==> src/rtl/core/aosd_pkg.sv <==
`default_nettype none
// ----------------------------------------------------------------------------
// aosd_pkg: shared types and constants
// Widths, class codes and controller-to-datapath command types.
// ----------------------------------------------------------------------------
package aosd_pkg;

	localparam int SampleBits = 16;
	localparam int TimeBits   = 48;
	localparam int SmoothBits = SampleBits + 12;
	localparam int CfgIdxBits = 3;
	localparam int CfgDataBits = 24;

	localparam logic [11:0] GravityQ8 = 12'd2510;
	localparam logic [12:0] TiltSqQ12 = 13'd5417;

	// Register indexes.
	localparam logic [CfgIdxBits-1:0] RegAlpha    = 3'd0;
	localparam logic [CfgIdxBits-1:0] RegOrientMin = 3'd1;
	localparam logic [CfgIdxBits-1:0] RegStable   = 3'd2;
	localparam logic [CfgIdxBits-1:0] RegJerkLow  = 3'd3;
	localparam logic [CfgIdxBits-1:0] RegJerkHigh = 3'd4;
	localparam logic [CfgIdxBits-1:0] RegGravBand = 3'd5;
	localparam logic [CfgIdxBits-1:0] RegCooldown = 3'd6;

	// Orientation class codes.
	localparam logic [2:0] Orient0   = 3'd0;
	localparam logic [2:0] Orient90  = 3'd1;
	localparam logic [2:0] Orient180 = 3'd2;
	localparam logic [2:0] Orient270 = 3'd3;
	localparam logic [2:0] ClassNone = 3'd4;

	// Datapath operation steps.
	typedef enum logic [2:0] {
		OP_LOAD,
		OP_FILT_X,
		OP_FILT_Y,
		OP_FILT_Z,
		OP_SQUARES,
		OP_CLASSIFY,
		OP_DECIDE
	} aosd_op_t;

	typedef struct packed {
		logic      run;
		aosd_op_t  op;
	} aosd_cmd_t;

endpackage
`default_nettype wire

==> src/rtl/core/aosd_ctrl.sv <==
`default_nettype none
// ----------------------------------------------------------------------------
// aosd_ctrl: sequencer
// Steps the datapath through one sample and holds the result beat.
// ----------------------------------------------------------------------------
module aosd_ctrl (
	input  wire logic              clk,
	input  wire logic              arst_n,
	input  wire logic              in_valid,
	output logic                   in_ready,
	output logic                   out_valid,
	input  wire logic              out_ready,
	output aosd_pkg::aosd_cmd_t    cmd,
	output logic                   capture
);
	import aosd_pkg::*;

	typedef enum logic [1:0] {ST_IDLE, ST_WORK, ST_DONE} state_t;

	state_t   state_q;
	aosd_op_t op_q;

	// Input is taken when idle and no result is pending.
	assign in_ready = (state_q == ST_IDLE) && !out_valid;
	assign capture  = in_valid && in_ready;
	assign cmd.run  = (state_q == ST_WORK);
	assign cmd.op   = op_q;

	// Sequencer and result valid.
	always_ff @(posedge clk or negedge arst_n) begin
		if (!arst_n) begin
			state_q   <= ST_IDLE;
			op_q      <= OP_LOAD;
			out_valid <= 1'b0;
		end else begin
			if (out_valid && out_ready)
				out_valid <= 1'b0;
			case (state_q)
				ST_IDLE: if (capture) begin
					state_q <= ST_WORK;
					op_q    <= OP_LOAD;
				end
				ST_WORK: begin
					if (op_q == OP_DECIDE)
						state_q <= ST_DONE;
					else
						op_q <= aosd_op_t'(op_q + 3'd1);
				end
				ST_DONE: begin
					out_valid <= 1'b1;
					state_q   <= ST_IDLE;
				end
				default: state_q <= ST_IDLE;
			endcase
		end
	end

endmodule
`default_nettype wire

==> config.mk <==
export PLATFORM = sky130hd
export DESIGN_NAME = aosd_ctrl
export DESIGN_NICKNAME = d
export VERILOG_FILES = /design/src/rtl/core/aosd_pkg.sv /design/src/rtl/core/aosd_ctrl.sv
export SDC_FILE = /design/constraint.sdc
export NUM_CORES = 1
export LEC_CHECK = 0
export ABC_AREA = 1
export ABC_CLOCK_PERIOD_IN_PS = 2500
export BUFFER_PORTS_ARGS = -buffer_cell sky130_fd_sc_hd__buf_2
export CAP_MARGIN = 30
export CORE_AREA = 2 2 39 41
export CTS_CLUSTER_SIZE = 25
export DETAILED_ROUTE_END_ITERATION = 16
export DIE_AREA = 0 0 41 43
export GPL_TIMING_DRIVEN = 0
export PLACE_DENSITY = 0.42
export SETUP_SLACK_MARGIN = 0.5
export SLEW_MARGIN = 20
export SYNTH_ARGS = -nofsm -noshare
export SYNTH_HDL_FRONTEND = slang
export SYNTH_SLANG_ARGS = --single-unit
==> constraint.sdc <==
create_clock -name clk -period 2.5 [get_ports clk]
set_input_delay 0.5 -clock clk [delete_from_list [all_inputs] [get_ports clk]]
set_output_delay 0.5 -clock clk [all_outputs]
set_load 0.01 [all_outputs]
* Word level (Yosys, flattened, before mapping)
Index checks and enable logic that the tools add are counted.
** Cells by class
- Mux-type cells :: 8
- Shifts and indexed selects :: 0
- Equal/unequal tests :: 6
- Reductions and logical operators :: 9
- Bitwise logic cells :: 0
- Div/mod/pow operators :: 0
- $lt $le $gt $ge :: 0
- Multipliers :: 0
- Add/subtract/negate cells :: 1
** Operator list (number)
- $mux 3 :: 2
- $pmux 3 s2 :: 1
- $mux 2 :: 2
- $ne 2x2->1 const B :: 2
- $pmux 2 s2 :: 1
- $reduce_bool 2->1 :: 2
- $add 3x1->3 const B :: 1
- $eq 3x3->1 const B :: 1
- $logic_and 1x1->1 :: 3
- $reduce_and 3->1 :: 1
- $eq 2x1->1 const B :: 1
- $eq 2x2->1 const B :: 1
- $logic_not 2->1 :: 1
- $mux 1 :: 2
- $ne 2x1->1 const B :: 1
- $reduce_and 2->1 :: 1
- $logic_not 1->1 :: 1
** Word-level totals
- Output and inout port bits :: 7
- Memories kept :: 0
- Logic and storage cells :: 27
- Memory bits (writable) :: 0
- Register bits after elaboration :: 6
- Input port bits :: 4
- Latch bits :: 0
- Memory bits (read-only) :: 0

* Longest topological paths before layout
Gate-level depths: netlist of the first run.
- Depth in word-level cells :: 5
- Mapped depth :: 7
- Gate-level depth less buffers :: 7

* Worst setup path before layout of the first run
Ideal clock, no wire load.
- Path kind :: reg2out
- Start point :: register state_q[1]
- End point :: output port capture
- Data arrival time :: 0.766 ns
- Required time :: 2.000 ns
- Slack :: 1.234 ns
- Stages on the path, launching flop included :: 4
- Path buffers :: 0
- Path through :: dfrtp_1 -> nor2_1 -> nand3_2 -> inv_1
** On the way
- Word-level cells in the longest chain between the ends :: 3
** Ends and longest elaborated chain
- start, declared :: line aosd_ctrl.sv:20 : state_t state_q;
- start signal, assigned :: line aosd_ctrl.sv:32 : state_q <= ST_IDLE;
- start signal, assigned :: line aosd_ctrl.sv:40 : state_q <= ST_WORK;
- start signal, assigned :: line aosd_ctrl.sv:45 : state_q <= ST_DONE;
- $logic_not 2->1 :: line aosd_ctrl.sv:24 : assign in_ready = (state_q == ST_IDLE) && !out_valid;
- $logic_and 1x1->1 :: line aosd_ctrl.sv:24
- $logic_and 1x1->1 :: line aosd_ctrl.sv:25 : assign capture = in_valid && in_ready;
- end, declared :: line aosd_ctrl.sv:14 : output logic capture
Every way passes these cells.

* Worst setup path after layout of the first run
Ends and elaborated chain as after synthesis.

==> flow_metrics.tcl, run 1 <==
set metrics [dict create \
    ioPinCount 11 \
    drive_gt1_share_pct 34.0 \
    drt_wl_total_um 600 \
    final_nets 61 \
    syn-num-nets 46 \
    final_hold_viol_count 0 \
    clkTransAtPathRegs_ps 40 \
    synth_top_family_by_area "simple AND/OR/NAND/NOR gates" \
    wire_per_inst_um 8.70 \
    fp.dieW_um 41 \
    synth_xor_xnor_area_share_pct 0 \
    postCtsSetupRepairBufs 0 \
    syn_to_final_growth_pct 28.5 \
    period_minus_slack_ps 1640 \
    ys_warn_count 0 \
    fmax_mhz 609 \
    use_met2_pct 12.2 \
    r2r_start "op_q[0]$_DFFE_PN0P_" \
    initial_core_util_pct 23.5 \
    io_buffers 10 \
    setup_viol 0 \
    slew_headroom_pct 88.9 \
    yosysSeqAreaShare_pct 46.2 \
    grt.met1_usage_pct 13.2 \
    cts_resized 0 \
    p_switching_w 0.000205 \
    track_usage_pct 10.2 \
    p_seq_share_pct 33.7 \
    cts_made_buffers 3 \
    endpoint_kind "output pin" \
    antennaDiodeCount 0 \
    fin_crit_sh_pct 65.7 \
    grt_antenna_before_repair 0 \
    cts_max_level 1 \
    synth_mux_area_share_pct 0 \
    num_vias 269 \
    power.internal_w 0.000277 \
    layout_common_cells "nand2_1, buf_2, inv_1, dfrtp_1, nor2_1" \
    worst_slew_pin_slew_ps 166 \
    synthSimpleGateAreaFrac_pct 36.5 \
    critPathRequiredTime_ps 2000 \
    synth_compound_area_share_pct 1.54 \
    cts-root-buf "clkbuf_4" \
    grt_start_max_net_pins 7 \
    clockBufferDepth 2 \
    syn_area_um2 325 \
    core_region_area_mm2 0.00138 \
    dieArea_mm2 0.00176 \
    maxSlewViolCount 0 \
    grt_first_pass_wirelength_um 1150 \
    gp_congestion 0.672 \
    drt-vias-per-instance 3.90 \
    cts_hold_buf 0 \
    comb_power_share_pct 48.6 \
    status "finished, final reports clean" \
    row_count 14 \
    skew_ps 4.86 \
    avgSynthCellArea_um2 8.13 \
    drc 0 \
    final_common_cell "nand2_1" \
    clk_latency_ps 240 \
    leakagePower_nw 0.246 \
    finalPower_w 0.000482 \
    grt_busiest_layer "met1" \
    multi_input_area_um2 149 \
    sw_frac_of_total_pct 42.5 \
    critPathKind "register to output pin" \
    tns_ps 0 \
    cp_max_fo 5 \
    ir_drop_v 0.000407 \
    grt.overflow.total 0 \
    crit_path_start_kind "register" \
    powerDensity_mw_per_mm2 1150 \
    register_area_um2 150 \
    clock_sinks 6 \
    hold_path.class "primary input to async pin" \
    critPathLaunch "state_q[1]$_DFFE_PN0P_" \
    place_hpwl_um 488 \
    worstPathArrival_ps 1140 \
    rsz0062_at_grt "no" \
    synth_fa_ha_area_share_pct 7.69 \
    dr.first_iter.drc_count 3 \
    max-cap-violations 0 \
    use_met3_pct 5.24 \
    die_h_um 43 \
    power_frac_clock_pct 17.6 \
    synth_cell_types 13 \
    first_pass_iters 4 \
    syn_inst 40 \
    cts_tree "built" \
    antenna_left 0 \
    yosys_register_bits 6 \
    first_global_vias 288 \
    nFillCells 155 \
]
==> registers in the layout (all words and copies together), names as in the netlist <==
signal,cells
op_q,3
state_q,2
out_valid,1
==> worst paths after layout <==
path | slack (ps) | endpoint | depth (start not counted)
worst max-delay path | 860 | capture | 4
worst min-delay path | 80 | op_q[2]$_DFFE_PN0P_ | 1
worst max register to register | 1380 | op_q[0]$_DFFE_PN0P_ | 7
worst min register to register | 570 | op_q[1]$_DFFE_PN0P_ | 2
max in group asynchronous | 2280 | out_valid$_DFFE_PN0P_ | 1
min in group clk | 460 | out_valid$_DFFE_PN0P_ | 2
==> per-layer routing <==
layer,up-vias,part of all wire [%]
met1,112,48
met4,0,1.7
met3,2,8.0
met2,7,43
met5,-,0
li1,148,-
==> worst max-delay path, stage by stage (launching register included) <==
cell and delay, ps:
dfrtp_1 420, nor2_1 140, nand3_2 150, inv_1 80
buf_2 120
==> power groups by stage <==
stage | Combinational, W | Clock [W] | Sequential (W)
after floorplan | 0.000158 | 0 | 0.000171
after global placement | 0.000237 | 0 | 0.000165
after detailed placement | 0.000240 | 0 | 0.000164
after CTS | 0.000241 | 0.0000915 | 0.000163
after global routing | 0.000281 | 0.000100 | 0.000172
final | 0.000234 | 0.0000849 | 0.000163
==> stage by stage <==
| stage | hold slack [ps] | instances | utilization, % | instance area [µm²] | setup WS, ps |
|---|---|---|---|---|---|
| after floorplan | 204 | 40 | - | 325 | 1230 |
| after global placement | 334 | 66 | 28.6 | 395 | 1050 |
| after detailed placement | 331 | 66 | 28.6 | 395 | 1060 |
| after CTS | 66.3 | 69 | 30.2 | 418 | 827 |
| after global routing | 72.1 | 69 | 30.2 | 418 | 767 |
| final | 76.3 | 69 | 30.2 | 418 | 859 |
==> synth_stat cells <==
cell	count	area share, %
nand2_1	11	13
dfrtp_1	6	46
inv_1	6	6.9
nor2_1	5	5.8
nand3_1	3	4.6
ha_1	2	7.7
inv_2	1	1.2
nand2_2	1	1.9
nand2_4	1	3.5
nand3_2	1	3.1
nor2_4	1	3.5
nor3_1	1	1.5
o21ai_0	1	1.5
==> cell families after synthesis <==
kind of cell / after synthesis
and+or+nand+nor: 24
buffers and inverters: 7
adders and majority gates: 2
AOI/OAI and AO/OA: 1
DFF: 6
==> final cells by class <==
cell class,instances,area share [%]
Multi-Input combinational cell,27,35.6
Sequential cell,6,35.9
Inverter,7,6.29
Tap cell,16,4.79
Timing Repair Buffer,10,12.0
Clock buffer,3,5.39
No activity file was read; power rests on OpenSTA's default activity.
==> inputs of run 2 (changes only) <==
- ABC_CLOCK_PERIOD_IN_PS: 2500 -> 1650
- clock period: 2.5 -> 1.65 ns (I/O delays scaled with it)
==> flow_metrics.tcl, run 2 (synthesized netlist as in run 1, its figures left out) <==
set metrics [dict create \
    cts_tree "built" \
    fin_crit_sh_pct 82.7 \
    rsz0062_at_grt "yes" \
    slowest_stage "dfrtp_2" \
    worstHoldPathCells 2 \
    final_hold_viol_count 0 \
    final_common_cell "buf_2" \
    ioPinCount 11 \
    status "finished, final reports clean" \
    critPathKind "register to output pin" \
    dp_cells 66 \
    ff2ff_path_depth 7 \
    drt-vias-per-instance 4.04 \
    initial_core_util_pct 23.5 \
    wire_per_inst_um 9.34 \
    hold_path.class "primary input to register" \
    fmax_mhz 733 \
    cpPeakStageDelay_ps 430 \
    top_regs "op_q: 3 flops, state_q: 2 flops, out_valid: 1 flops" \
    die_h_um 43 \
    setup_viol 0 \
    tns_ps 0 \
    grt_start_max_net_pins 7 \
    cts_made_buffers 3 \
    layout_common_cells "buf_2, nand2_1, inv_1" \
    drt_wl_total_um 682 \
    slew_headroom_pct 90.1 \
    place_hpwl_um 488 \
    core_region_area_mm2 0.00138 \
    syn_to_final_growth_pct 49.2 \
    max-cap-violations 0 \
    top_register "op_q" \
    gp_congestion 0.672 \
    multi_input_area_um2 169 \
    worst_slew_pin_slew_ps 146 \
    maxSlewViolCount 0 \
    row_count 14 \
    dieArea_mm2 0.00176 \
    grt_first_pass_wirelength_um 1190 \
    clockBufferDepth 2 \
    first_global_vias 302 \
    fp.dieW_um 41 \
    whs_ps 294 \
    register_area_um2 153 \
    largest_reg_flops 3 \
    drive_gt1_share_pct 50.9 \
    crit_path_start_kind "register" \
    critPathRequiredTime_ps 1320 \
    antenna_left 0 \
    period_minus_slack_ps 1360 \
    io_buffers 10 \
    first_pass_iters 1 \
    clock_sinks 6 \
    track_usage_pct 10.5 \
    clk_latency_ps 240 \
    cp_cell_sequence "nor2_2, nand3_2, inv_1, buf_2" \
    antennaDiodeCount 0 \
    cts-root-buf "clkbuf_4" \
    grt.overflow.total 0 \
    drc 0 \
    ir_drop_v 0.000749 \
    skew_ps 6.07 \
    finalPower_w 0.000852 \
    powerDensity_mw_per_mm2 1750 \
    cts_max_level 1 \
    instances_no_fill 73 \
    nFillCells 161 \
    leakagePower_nw 0.266 \
    clkTransAtPathRegs_ps 40 \
    num_vias 295 \
    grt_antenna_before_repair 0 \
    cp_max_fo 4 \
    endpoint_kind "output pin" \
    dr.first_iter.drc_count 0 \
    worstPathArrival_ps 1030 \
    final_nets 65 \
]
==> run 2: report_power, final <==
group	switching [W]	internal, W	total (W)
registers	0.0000522	0.000199	0.000252
logic	0.000254	0.000216	0.000470
clock network	0.0000480	0.0000819	0.000130
==> run 2: worst max-delay path: cells and delay by family, from the launching register on <==
family                 cells  cell delay [ps]
buffers and inverters      2              170
flip-flops                 1              430
AND/OR/NAND/NOR            2              190
==> run 2: stage by stage <==
step | setup WS [ps] | area [µm²] | util, %
global route | 215 | 485 | 35.1
CTS | 262 | 445 | 32.2
detailed placement | 408 | 395 | 28.6
floorplan | 554 | 325 | -
finish | 286 | 485 | 35.1
global placement | 407 | 395 | 28.6
==> run 2: area by class of cell <==
cell class / count / share of cell area [%]
Multi-Input combinational cell: 27 / 34.8
Timing Repair Buffer: 14 / 19.6
Clock buffer: 3 / 4.64
Tap cell: 16 / 4.12
Sequential cell: 6 / 31.4
Inverter: 7 / 5.41
==> run 2: routing by layer <==
layer  up-vias  wire length (µm)  global-route usage [%]
li1        158                 -                       -
met5         -                 0                       0
met3         2                41                    4.71
met1       128               310                    13.5
met2         7               319                    13.1
met4         0                10                    8.00
==> run 2: path summary, 6_finish.rpt <==
kind / from / endpoint / slack (ps)
min in group asynchronous: arst_n / op_q[2]$_DFFE_PN0P_ / 440
hold / removal: out_ready / out_valid$_DFFE_PN0P_ / 290
setup / recovery: state_q[1]$_DFFE_PN0P_ / capture / 290
setup reg to reg: op_q[0]$_DFFE_PN0P_ / op_q[2]$_DFFE_PN0P_ / 570
max in group asynchronous: arst_n / state_q[1]$_DFFE_PN0P_ / 1040
hold reg to reg: op_q[1]$_DFFE_PN0P_ / op_q[1]$_DFFE_PN0P_ / 570
==> run 2: timing repair <==
item                       in CTS  in global routing
hold buffers                    1                  0
hold endpoints to repair        6                  0
setup endpoints to repair       4                  9
setup buffers                   2                  1
resized for setup               1                 10
pin swaps                       2                  2
==> inputs of run 3 (changes only) <==
- ABC_CLOCK_PERIOD_IN_PS: 1650 -> 1200
- PLACE_DENSITY: 0.42 -> 0.43
- clock period: 1.65 -> 1.2 ns (I/O delays scaled with it)
==> flow_metrics.tcl, run 3 (synthesized netlist as in run 1, its figures left out) <==
set metrics [dict create \
    status "finished, violations left" \
    violations "setup timing" \
    leakagePower_nw 0.311 \
    worst_slew_pin_slew_ps 158 \
    initial_core_util_pct 23.5 \
    syn_to_final_growth_pct 92.3 \
    cts_made_buffers 3 \
    critPathLaunch "state_q[0]$_DFFE_PN0P_" \
    num_vias 329 \
    dr.first_iter.drc_count 1 \
    ir_drop_v 0.00122 \
    first_pass_iters 2 \
    grt_antenna_before_repair 0 \
    powerDensity_mw_per_mm2 2590 \
    grt_first_pass_wirelength_um 1240 \
    cts_tree "built" \
    place_hpwl_um 482 \
    clockBufferDepth 2 \
    period_minus_slack_ps 1280 \
    top_regs "op_q: 3 flops, state_q: 2 flops, out_valid: 1 flops" \
    clock_sinks 6 \
    cp_cell_sequence "nor2_1, nand3_2, inv_1, buf_2" \
    top_register "op_q" \
    cts_max_level 1 \
    critPathKind "register to output pin" \
    drt_wl_total_um 779 \
    cpPeakStageDelay_ps 390 \
    endpoint_kind "output pin" \
    grt.overflow.total 0 \
    fmax_mhz 782 \
    final_hold_viol_count 0 \
    largest_reg_flops 3 \
    critPathRequiredTime_ps 960 \
    gp_congestion 0.663 \
    skew_ps 11.9 \
    setup_viol 2 \
    worstPathArrival_ps 1040 \
    rsz0062_at_grt "yes" \
    finalPower_w 0.00162 \
    ioPinCount 11 \
    track_usage_pct 10.8 \
    cts-root-buf "clkbuf_4" \
    slew_headroom_pct 89.5 \
    hold_path.class "primary input to register" \
    maxSlewViolCount 0 \
    postLayoutCoreUtil_pct 45.2 \
    drt-vias-per-instance 4.16 \
    tns_ps -117 \
    die_h_um 43 \
    max-cap-violations 0 \
    io_buffers 10 \
    clkTransAtPathRegs_ps 60 \
    clk_latency_ps 250 \
    wire_per_inst_um 9.86 \
    hold_start "out_ready" \
    cp_max_fo 3 \
    core_region_area_mm2 0.00138 \
    antennaDiodeCount 0 \
    worst_slack_ps -79.5 \
    r2r_start "op_q[0]$_DFFE_PN0P_" \
    layout_common_cells "buf_2, buf_6, buf_4" \
    fin_crit_sh_pct 107 \
    drive_gt1_share_pct 69.8 \
    slowest_stage "dfrtp_1" \
    grt_start_max_net_pins 7 \
    first_global_vias 315 \
    row_count 14 \
    final_nets 70 \
    drc 0 \
    crit_path_start_kind "register" \
    fp.dieW_um 41 \
    dieArea_mm2 0.00176 \
    antenna_left 0 \
]
-- run 3: layer usage --
metal / GRT usage (%) / wire (µm) / share of wire [%]
met1: 11.5 / 300 / 39
met3: 6.28 / 53 / 6.8
met2: 17.8 / 425 / 55
met4: 2.00 / 0 / 0
met5: 0 / 0 / 0
-- run 3: final timing paths --
kind | end | slack, ps | cells past startpoint
max in group asynchronous | op_q[2]$_DFFE_PN0P_ | 690 | 2
hold reg to reg | out_valid$_DFFE_PN0P_ | 570 | 2
hold / removal | out_valid$_DFFE_PN0P_ | 180 | 2
setup / recovery | capture | -80 | 4
setup reg to reg | op_q[2]$_DFFE_PN0P_ | 90 | 7
min in group asynchronous | op_q[1]$_DFFE_PN0P_ | 330 | 2
-- run 3: what timing repair did --
item	in CTS	in global routing
gates cloned	0	0
pin swaps	5	4
hold endpoints to repair	6	0
endpoints found under the setup margin	13	13
resized for setup	9	18
hold buffers	1	0
buffers inserted	6	2
-- run 3: report_power, final --
part | switching (W) | internal (W) | total [W]
sequential | 0.0000952 | 0.000279 | 0.000375
combinational | 0.000510 | 0.000525 | 0.00104
clock | 0.0000843 | 0.000127 | 0.000211
total | 0.000689 | 0.000932 | 0.00162
-- run 3: layout make-up --
| cell class | instances | area (µm²) |
|---|---|---|
| sequential | 6 | 154 |
| inverter | 7 | 33.8 |
| timing repair buffer | 19 | 153 |
| multi-input combinational | 27 | 239 |
| fill | 147 | 758 |
| clock buffer | 4 | 26.3 |
| tap | 16 | 20.0 |
-- run 3: worst max-delay path: cells and delay by family (launching register included) --
kind                   cells  cell delay, ps
and+or+nand+nor            2             220
buffers and inverters      2             180
DFF                        1             390
-- run 3: stage by stage --
stage | hold slack (ps) | setup WS (ps) | std cells | area (µm²)
floorplan | -55.6 | 163 | 40 | 357
detailed placement | 70.5 | 58.8 | 66 | 427
CTS | 175 | -84.5 | 77 | 537
global route | 175 | -126 | 79 | 626
global placement | 72.0 | 52.7 | 66 | 427
finish | 175 | -79.5 | 79 | 626
